$ cat config.mk
export PLATFORM = sky130hd
export DESIGN_NAME = sha1_hasher_unit
export DESIGN_NICKNAME = d
export VERILOG_FILES = /design/src/hw/rtl/sha1h_pkg.sv /design/src/hw/rtl/sha1h_ctrl.sv /design/src/hw/rtl/sha1h_dp.sv /design/src/hw/rtl/sha1_hasher_unit.sv
export SDC_FILE = /design/constraint.sdc
export NUM_CORES = 2
export LEC_CHECK = 0
export CORE_UTILIZATION = 55
export CTS_CLUSTER_SIZE = 30
export DETAILED_ROUTE_END_ITERATION = 7
export DONT_BUFFER_PORTS = 1
export PLACE_DENSITY_LB_ADDON = 0.2
export SYNTH_ARGS = -nofsm -noshare
export SYNTH_HDL_FRONTEND = slang
export SYNTH_SLANG_ARGS = --single-unit
$ cat constraint.sdc
create_clock -name clk_i -period 29.8 [get_ports clk_i]
set_input_delay 7.45 -clock clk_i [delete_from_list [all_inputs] [get_ports clk_i]]
set_output_delay 7.45 -clock clk_i [all_outputs]
set_load 0.02 [all_outputs]
$ cat src/hw/rtl/sha1h_pkg.sv
// Shared types, constants and round functions for the SHA-1 hasher.
// Used by the controller, the datapath, the top level and the checker.
// Depends on nothing.
package sha1h_pkg;

  localparam int unsigned NumWords   = 5;
  localparam int unsigned BlockBytes = 64;
  localparam int unsigned Rounds     = 80;
  localparam int unsigned LenPos     = 56;

  typedef logic [31:0] word_t;

  // Initial chaining values; element 0 is H0.
  localparam logic [NumWords-1:0][31:0] H_INIT = {
    32'hC3D2E1F0, 32'h10325476, 32'h98BADCFE, 32'hEFCDAB89, 32'h67452301
  };

  localparam word_t K_0 = 32'h5A827999;
  localparam word_t K_1 = 32'h6ED9EBA1;
  localparam word_t K_2 = 32'h8F1BBCDC;
  localparam word_t K_3 = 32'hCA62C1D6;

  localparam logic [7:0] PAD_BYTE = 8'h80;

  localparam logic [6:0] RND_PH1  = 7'd20;
  localparam logic [6:0] RND_PH2  = 7'd40;
  localparam logic [6:0] RND_PH3  = 7'd60;
  localparam logic [6:0] RND_LAST = 7'(Rounds - 1);

  localparam logic [5:0] POS_LAST = 6'(BlockBytes - 1);
  localparam logic [5:0] POS_LEN  = 6'(LenPos);
  localparam logic [2:0] WORD_LAST = 3'(NumWords - 1);

  typedef struct packed {
    logic       byte_present;
    logic [7:0] message_byte;
    logic       end_of_message;
  } sha1h_in_t;

  typedef struct packed {
    logic [2:0]  word_index;
    logic [31:0] digest_word;
    logic        last_word;
  } sha1h_out_t;

  // Source of the byte shifted into the block buffer.
  typedef enum logic [1:0] {
    BSEL_MSG,
    BSEL_PAD,
    BSEL_ZERO,
    BSEL_LEN
  } sha1h_bsel_e;

  typedef struct packed {
    logic        wr_byte;
    sha1h_bsel_e sel;
    logic        count_up;
    logic        latch_len;
    logic        start;
    logic        round;
    logic        add;
    logic        out_adv;
  } sha1h_cmd_t;

  typedef struct packed {
    logic pos_last;
    logic pos_at_len;
    logic round_last;
    logic word_last;
  } sha1h_sts_t;

  function automatic word_t round_f(logic [6:0] rnd, word_t b, word_t c, word_t d);
    word_t f;
    if (rnd < RND_PH1) begin
      f = (b & c) | (~b & d);
    end else if (rnd < RND_PH2) begin
      f = b ^ c ^ d;
    end else if (rnd < RND_PH3) begin
      f = (b & c) | (b & d) | (c & d);
    end else begin
      f = b ^ c ^ d;
    end
    return f;
  endfunction

  function automatic word_t round_k(logic [6:0] rnd);
    word_t k;
    if (rnd < RND_PH1) begin
      k = K_0;
    end else if (rnd < RND_PH2) begin
      k = K_1;
    end else if (rnd < RND_PH3) begin
      k = K_2;
    end else begin
      k = K_3;
    end
    return k;
  endfunction

endpackage

$ cat src/hw/rtl/sha1h_ctrl.sv
// Controller state machine of the SHA-1 hasher: request intake, padding,
// compression sequencing and digest delivery. Depends on sha1h_pkg.
module sha1h_ctrl (
  input  logic                   clk_i,
  input  logic                   rst_ni,
  input  logic                   in_valid_i,
  input  logic                   byte_present_i,
  input  logic                   end_of_message_i,
  input  logic                   out_stall_i,
  input  sha1h_pkg::sha1h_sts_t  sts_i,
  output logic                   in_stall_o,
  output logic                   out_valid_o,
  output sha1h_pkg::sha1h_cmd_t  cmd_o
);

  localparam logic [2:0] S_IDLE  = 3'd0;
  localparam logic [2:0] S_P80   = 3'd1;
  localparam logic [2:0] S_PZERO = 3'd2;
  localparam logic [2:0] S_PLEN  = 3'd3;
  localparam logic [2:0] S_RND   = 3'd4;
  localparam logic [2:0] S_ADD   = 3'd5;
  localparam logic [2:0] S_OUT   = 3'd6;

  logic [2:0] state_q, state_d;
  logic [2:0] ret_q, ret_d;
  logic       in_acc, out_acc;

  assign in_stall_o  = (state_q != S_IDLE);
  assign out_valid_o = (state_q == S_OUT);
  assign in_acc      = in_valid_i && !in_stall_o;
  assign out_acc     = out_valid_o && !out_stall_i;

  always_comb begin
    state_d = state_q;
    ret_d   = ret_q;
    cmd_o   = '0;
    cmd_o.sel = sha1h_pkg::BSEL_MSG;
    unique case (state_q)
      S_IDLE: begin
        if (in_acc) begin
          if (byte_present_i) begin
            cmd_o.wr_byte  = 1'b1;
            cmd_o.sel      = sha1h_pkg::BSEL_MSG;
            cmd_o.count_up = 1'b1;
            if (sts_i.pos_last) begin
              cmd_o.start = 1'b1;
              state_d     = S_RND;
              ret_d       = end_of_message_i ? S_P80 : S_IDLE;
            end else if (end_of_message_i) begin
              state_d = S_P80;
            end
          end else if (end_of_message_i) begin
            state_d = S_P80;
          end
        end
      end
      S_P80: begin
        cmd_o.wr_byte   = 1'b1;
        cmd_o.sel       = sha1h_pkg::BSEL_PAD;
        cmd_o.latch_len = 1'b1;
        if (sts_i.pos_last) begin
          cmd_o.start = 1'b1;
          state_d     = S_RND;
          ret_d       = S_PZERO;
        end else begin
          state_d = S_PZERO;
        end
      end
      S_PZERO: begin
        if (sts_i.pos_at_len) begin
          state_d = S_PLEN;
        end else begin
          cmd_o.wr_byte = 1'b1;
          cmd_o.sel     = sha1h_pkg::BSEL_ZERO;
          if (sts_i.pos_last) begin
            cmd_o.start = 1'b1;
            state_d     = S_RND;
            ret_d       = S_PZERO;
          end
        end
      end
      S_PLEN: begin
        cmd_o.wr_byte = 1'b1;
        cmd_o.sel     = sha1h_pkg::BSEL_LEN;
        if (sts_i.pos_last) begin
          cmd_o.start = 1'b1;
          state_d     = S_RND;
          ret_d       = S_OUT;
        end
      end
      S_RND: begin
        cmd_o.round = 1'b1;
        if (sts_i.round_last) begin
          state_d = S_ADD;
        end
      end
      S_ADD: begin
        cmd_o.add = 1'b1;
        state_d   = ret_q;
      end
      S_OUT: begin
        if (out_acc) begin
          cmd_o.out_adv = 1'b1;
          if (sts_i.word_last) begin
            state_d = S_IDLE;
          end
        end
      end
      default: begin
        state_d = S_IDLE;
      end
    endcase
  end

  always_ff @(posedge clk_i or negedge rst_ni) begin
    if (!rst_ni) begin
      state_q <= S_IDLE;
      ret_q   <= S_IDLE;
    end else begin
      state_q <= state_d;
      ret_q   <= ret_d;
    end
  end

endmodule

$ cat src/hw/rtl/sha1h_dp.sv
// Datapath of the SHA-1 hasher: block buffer and message schedule, round
// unit, chaining words, counters and digest output. Depends on sha1h_pkg.
module sha1h_dp (
  input  logic                   clk_i,
  input  logic                   rst_ni,
  input  sha1h_pkg::sha1h_cmd_t  cmd_i,
  input  logic [7:0]             message_byte_i,
  output sha1h_pkg::sha1h_sts_t  sts_o,
  output sha1h_pkg::sha1h_out_t  out_req_o
);

  // The block buffer doubles as the 16-word schedule window; word 0 sits at
  // the top and is the oldest.
  logic [511:0] blk_q, blk_d;
  logic [5:0]   pos_q, pos_d;
  logic [60:0]  count_q, count_d;
  logic [63:0]  len_q, len_d;
  logic [6:0]   rnd_q, rnd_d;
  logic [2:0]   widx_q, widx_d;
  logic [sha1h_pkg::NumWords-1:0][31:0] h_q, h_d;
  logic [sha1h_pkg::NumWords-1:0][31:0] v_q, v_d;

  logic [7:0]        wbyte;
  sha1h_pkg::word_t  w_cur, w_x, w_next, t_sum;
  logic              clear;

  always_comb begin
    unique case (cmd_i.sel)
      sha1h_pkg::BSEL_MSG:  wbyte = message_byte_i;
      sha1h_pkg::BSEL_PAD:  wbyte = sha1h_pkg::PAD_BYTE;
      sha1h_pkg::BSEL_ZERO: wbyte = 8'h00;
      sha1h_pkg::BSEL_LEN:  wbyte = len_q[63:56];
      default:              wbyte = 8'h00;
    endcase
  end

  assign w_cur  = blk_q[511:480];
  assign w_x    = blk_q[95:64] ^ blk_q[255:224] ^ blk_q[447:416] ^ blk_q[511:480];
  assign w_next = {w_x[30:0], w_x[31]};

  assign t_sum = {v_q[0][26:0], v_q[0][31:27]}
               + sha1h_pkg::round_f(rnd_q, v_q[1], v_q[2], v_q[3])
               + v_q[4] + sha1h_pkg::round_k(rnd_q) + w_cur;

  assign clear = cmd_i.out_adv && sts_o.word_last;

  always_comb begin
    blk_d   = blk_q;
    pos_d   = pos_q;
    count_d = count_q;
    len_d   = len_q;
    rnd_d   = rnd_q;
    widx_d  = widx_q;
    h_d     = h_q;
    v_d     = v_q;
    if (cmd_i.wr_byte) begin
      blk_d = {blk_q[503:0], wbyte};
      pos_d = pos_q + 6'd1;
    end else if (cmd_i.round) begin
      blk_d = {blk_q[479:0], w_next};
    end
    if (cmd_i.count_up) begin
      count_d = count_q + 61'd1;
    end
    if (cmd_i.latch_len) begin
      len_d = {count_q, 3'b000};
    end else if (cmd_i.wr_byte && (cmd_i.sel == sha1h_pkg::BSEL_LEN)) begin
      len_d = {len_q[55:0], 8'h00};
    end
    if (cmd_i.start) begin
      v_d   = h_q;
      rnd_d = 7'd0;
    end else if (cmd_i.round) begin
      v_d[0] = t_sum;
      v_d[1] = v_q[0];
      v_d[2] = {v_q[1][1:0], v_q[1][31:2]};
      v_d[3] = v_q[2];
      v_d[4] = v_q[3];
      rnd_d  = rnd_q + 7'd1;
    end
    if (cmd_i.add) begin
      for (int i = 0; i < sha1h_pkg::NumWords; i++) begin
        h_d[i] = h_q[i] + v_q[i];
      end
    end
    if (cmd_i.out_adv) begin
      widx_d = widx_q + 3'd1;
    end
    if (clear) begin
      h_d     = sha1h_pkg::H_INIT;
      count_d = '0;
      pos_d   = '0;
      widx_d  = '0;
    end
  end

  always_ff @(posedge clk_i or negedge rst_ni) begin
    if (!rst_ni) begin
      pos_q   <= '0;
      count_q <= '0;
      rnd_q   <= '0;
      widx_q  <= '0;
      h_q     <= sha1h_pkg::H_INIT;
    end else begin
      pos_q   <= pos_d;
      count_q <= count_d;
      rnd_q   <= rnd_d;
      widx_q  <= widx_d;
      h_q     <= h_d;
    end
  end

  always_ff @(posedge clk_i) begin
    blk_q <= blk_d;
    len_q <= len_d;
    v_q   <= v_d;
  end

  assign sts_o.pos_last   = (pos_q == sha1h_pkg::POS_LAST);
  assign sts_o.pos_at_len = (pos_q == sha1h_pkg::POS_LEN);
  assign sts_o.round_last = (rnd_q == sha1h_pkg::RND_LAST);
  assign sts_o.word_last  = (widx_q == sha1h_pkg::WORD_LAST);

  assign out_req_o.word_index  = widx_q;
  assign out_req_o.digest_word = h_q[widx_q];
  assign out_req_o.last_word   = sts_o.word_last;

endmodule

$ cat src/hw/rtl/sha1_hasher_unit.sv
// Top level of the streaming SHA-1 hasher.
// Joins sha1h_ctrl and sha1h_dp; types and constants come from sha1h_pkg.

// The unit hashes a byte stream with SHA-1 and returns the 160-bit digest as
// five 32-bit requests on the output channel, word 0 (H0) first, with
// last_word set on the fifth. Each input request may carry one message byte,
// an end-of-message mark, both (the byte counts as part of the message), or
// neither (it is taken and has no effect). The 64th byte of every block
// starts an 80-round compression at one round per clock, then the result is
// folded into the chaining words; the single shared round unit sets the
// pace. At the end mark the unit inserts the 0x80 pad byte, zero fill and
// the 64-bit big-endian bit length one byte per cycle outside compressions
// and runs one or two more compressions, then offers the five digest words,
// one per cycle while the output is not stalled. Input is stalled throughout
// padding, compression and digest delivery. After the last word is taken the
// unit is back in its reset state, ready for the next message. No clearing
// pass is needed after reset.
module sha1_hasher_unit (
  input  logic                   clk_i,
  input  logic                   rst_ni,
  input  logic                   in_valid_i,
  output logic                   in_stall_o,
  input  sha1h_pkg::sha1h_in_t   in_req_i,
  output logic                   out_valid_o,
  input  logic                   out_stall_i,
  output sha1h_pkg::sha1h_out_t  out_req_o
);

  // Command and status between the controller and the datapath.
  sha1h_pkg::sha1h_cmd_t cmd;
  sha1h_pkg::sha1h_sts_t sts;

  // The controller sequences intake, padding, rounds and delivery.
  sha1h_ctrl u_ctrl (
    .clk_i            (clk_i),
    .rst_ni           (rst_ni),
    .in_valid_i       (in_valid_i),
    .byte_present_i   (in_req_i.byte_present),
    .end_of_message_i (in_req_i.end_of_message),
    .out_stall_i      (out_stall_i),
    .sts_i            (sts),
    .in_stall_o       (in_stall_o),
    .out_valid_o      (out_valid_o),
    .cmd_o            (cmd)
  );

  // The datapath holds the block buffer, round state and chaining words;
  // the digest word on offer comes straight from the chaining registers,
  // which hold still while it waits.
  sha1h_dp u_dp (
    .clk_i          (clk_i),
    .rst_ni         (rst_ni),
    .cmd_i          (cmd),
    .message_byte_i (in_req_i.message_byte),
    .sts_o          (sts),
    .out_req_o      (out_req_o)
  );

endmodule

==> qor.yml <==
htree_num_levels: 3
grt_max_degree: 244
final_nets: 6051
wl_met1_um: 61500
port_buffers: 0
min_path_cells: 2
ys_seq_area_frac: 0.508
dieArea_um2: 102000
numCtsBuffers: 106
start_util: 0.555
worst-path-max-fanout: 82
worst-slew-pin-transition_ns: 1.14
synthCells: 5793
drt-total-wl_um: 144000
synthTopCellsByArea: "edfxtp_1, nand2_1, dfrtp_1, ha_1, fa_1"
synth_common_cells: "nand2_1, edfxtp_1, o21ai_0"
dr_wl_met3_um: 9060
ant_nets: 0
rows: 116
synthDominantCellAreaShare: 0.396
start_kind: "primary input"
syn_nets: 6157
drt_iter0_markers: 3783
synth-edff-count: 733
clk-insertion-delay-late_ns: 0.71
leakage_uw: 0.0260
hold_path_class: "register to register"
final.min_clock_period_ns: 11.74
dr.pass1.iters: 7
whs_ns: 0.513
nFillCells: 8440
root_buffer: "clkbuf_16"
powerDensity_nw_per_um2: 112
wl_per_cell_um: 20.3
highest_layer: "met5"
async_flop_share: 0.249
dieWidth_um: 320
drv_slew: 0
cts_sinks: 976
dp_hpwl_um: 95400
crit_required_ns: 30.13
globalplace.congestion: 0.969
cts_resized: 0
grt_pass1_wl_um: 224000
crit_slowest_cell: "buf_4"
finalSetupTns_ns: 0
hold_buffers: 0
worstPathCellList: "a31oi_1 > a21o_4 > nand2_4 > buf_4 > buf_4 > buf_4 > buf_4"
fp.coreArea_um2: 100000
synth_top_area_cell: "edfxtp_1"
yosys_warnings: 0
hold_violations: 0
synth-seq-cells: 976
path_common_cell: "buf_4"
multi_input_area_um2: 25600
syn2layout_area_growth_pct: 8.27
hold_end: "u_dp.h_q[0]$_DFFE_PN1P_"
clockBufferDepth: 3
grt_util_all_layers: 0.280
cp.buffers_inverters: 4
register_area_um2: 28200
post_cts_buffers: 0
rsz0062_at_grt: "no"
fin_crit_sh: 0.394
wl_met2_um: 67500
setup_violations: 0
synthDistinctLibCells: 81
layout-drive-gt1-share: 0.0654
relSlewSlack: 0.238
r2r_start: "u_dp.rnd_q[4]$_DFFE_PN0P_"
cts_tree: "yes"
fp.dieH_um: 320
max_stage_delay_ns: 0.94
status: "finished clean"
peakVddDrop_mv: 0.0859
crit_arrival_ns: 12.07
synth_most_common_cell: "nand2_1"
rr_endpoint: "u_dp.v_q[30]$_DFFE_PP_"
holdCritStartpoint: "u_dp.h_q[0]$_DFFE_PN1P_"
synth_ff_type: "edfxtp_1"
io_pins: 52
drc: 0
vias: 41225
grt_pass1_vias: 40067
antenna_found_initial: 1
fmax_mhz: 85.2
setup.worst_path.class: "primary input to register"
synth_area_um2: 55500
cap_violations: 0
syn_area_per_cell_um2: 9.59
crit_family: "buffers and inverters"
overflow: 0
clkSlewWorstSetupHoldPaths_ns: 0.06
r2r_cells: 27
end_kind: "register"
clock_skew_ns: 0.0341
via_per_inst: 5.82
rrSetupSlack_ns: 20.63
-- where the power goes --
group	leakage (uW)	switching [uW]	internal, uW	total [uW]
logic	0.0139	1790	1130	2920
clock network	0.00173	570	758	1330
registers	0.0103	317	2180	2500
total	0.0260	2680	4070	6750
-- kinds of logic (layout without fill, tap and decap cells) --
logic type	Yosys count	after routing	share of synthesized area
flops	976	976	0.508
xor+xnor	303	303	0.0478
simple gates	2670	2670	0.196
fa+ha+maj	350	350	0.0956
other cells	0	1	0
mux	125	125	0.0239
buf+inv	476	463	0.0326
compound gates	893	893	0.0967
-- layout by cell type (no fill, tap or decap), types with 21 or more instances in the layout --
| master | synthesis | routed |
|---|---|---|
| o32ai_1 | 21 | 21 |
| o21bai_1 | 21 | 21 |
| clkbuf_1 | 232 | 23 |
| nand2_1 | 1981 | 1975 |
| or3_1 | 37 | 37 |
| a21oi_1 | 259 | 258 |
| edfxtp_1 | 733 | 733 |
| ha_1 | 226 | 226 |
| nand2b_1 | 33 | 33 |
| clkinv_2 | 0 | 28 |
| xnor2_1 | 191 | 191 |
| o31ai_1 | 21 | 21 |
| nor3_1 | 67 | 67 |
| and3_1 | 34 | 33 |
| nor2b_1 | 46 | 45 |
| dfrtp_1 | 163 | 160 |
| o22ai_1 | 36 | 36 |
| nand3_1 | 102 | 102 |
| buf_4 | 1 | 42 |
| mux2i_1 | 71 | 71 |
| dfstp_2 | 80 | 80 |
| inv_1 | 217 | 217 |
| a21o_1 | 71 | 70 |
| nor2_1 | 299 | 296 |
| mux2_2 | 53 | 53 |
| clkbuf_16 | 0 | 106 |
| xor2_1 | 112 | 112 |
| o21a_1 | 29 | 29 |
| o21ai_0 | 301 | 301 |
| fa_1 | 124 | 124 |
-- sequential cells by signal, indices dropped and copies added (netlist names) --
signal,count
u_dp.v_q,160
u_ctrl.state_q,3
u_dp.len_q,61
u_dp.blk_q,512
u_dp.rnd_q,7
u_dp.pos_q,6
u_dp.count_q,61
u_dp.widx_q,3
u_ctrl.ret_q,3
u_dp.h_q,160
-- metal layers --
metal | up-vias | track usage
met3 | 299 | 0.0443
met5 | - | 0
li1 | 19501 | -
met4 | 2 | 0.112
met2 | 1296 | 0.452
met1 | 20127 | 0.379
-- worst max-delay path by stage --
stage | start | to | slack, ns | cells past startpoint
3_5_place_dp | in_valid_i | u_dp.blk_q[450]$_DFFE_PP_ | 17.29 | 7
6_report | in_valid_i | u_dp.blk_q[51]$_DFFE_PP_ | 18.06 | 7
4_1_cts | in_valid_i | u_dp.blk_q[267]$_DFFE_PP_ | 18.06 | 7
3_3_place_gp | in_valid_i | u_dp.blk_q[275]$_DFFE_PP_ | 17.34 | 7
5_1_grt | in_valid_i | u_dp.blk_q[450]$_DFFE_PP_ | 17.78 | 7
2_1_floorplan | in_valid_i | u_dp.blk_q[0]$_DFFE_PP_ | 9.30 | 6
-- through the flow --
stage	cell area (um^2)	std cells	utilization	setup WS (ns)	total power, uW
after floorplan	55500	5793	-	9.30	4660
final	60100	7079	0.601	18.06	6750
after global routing	60100	7078	0.601	17.78	7210
after global placement	56600	6877	0.566	17.34	5310
after CTS	60100	7078	0.601	18.06	6740
after detailed placement	56600	6877	0.566	17.29	5400
-- final cells by class --
class,count,share of cell area
Tap cell,1298,0.0270
Timing Repair Buffer,44,0.00591
Sequential cell,976,0.469
Clock inverter,60,0.0100
Multi-Input combinational cell,4341,0.426
Antenna cell,1,0.0000416
Clock buffer,141,0.0483
Inverter,218,0.0136
-- worst reg2reg max path: cells and delay by family (launching register included) --
kind | cells | cell delay, ns
AOI/OAI and AO/OA | 11 | 3.38
xor gates and xnor gates | 1 | 0.18
adders and majority gates | 4 | 1.77
buffers and inverters | 6 | 1.57
DFF | 1 | 0.45
and+or+nand+nor | 5 | 1.53
(Power assumes the default switching activity.)
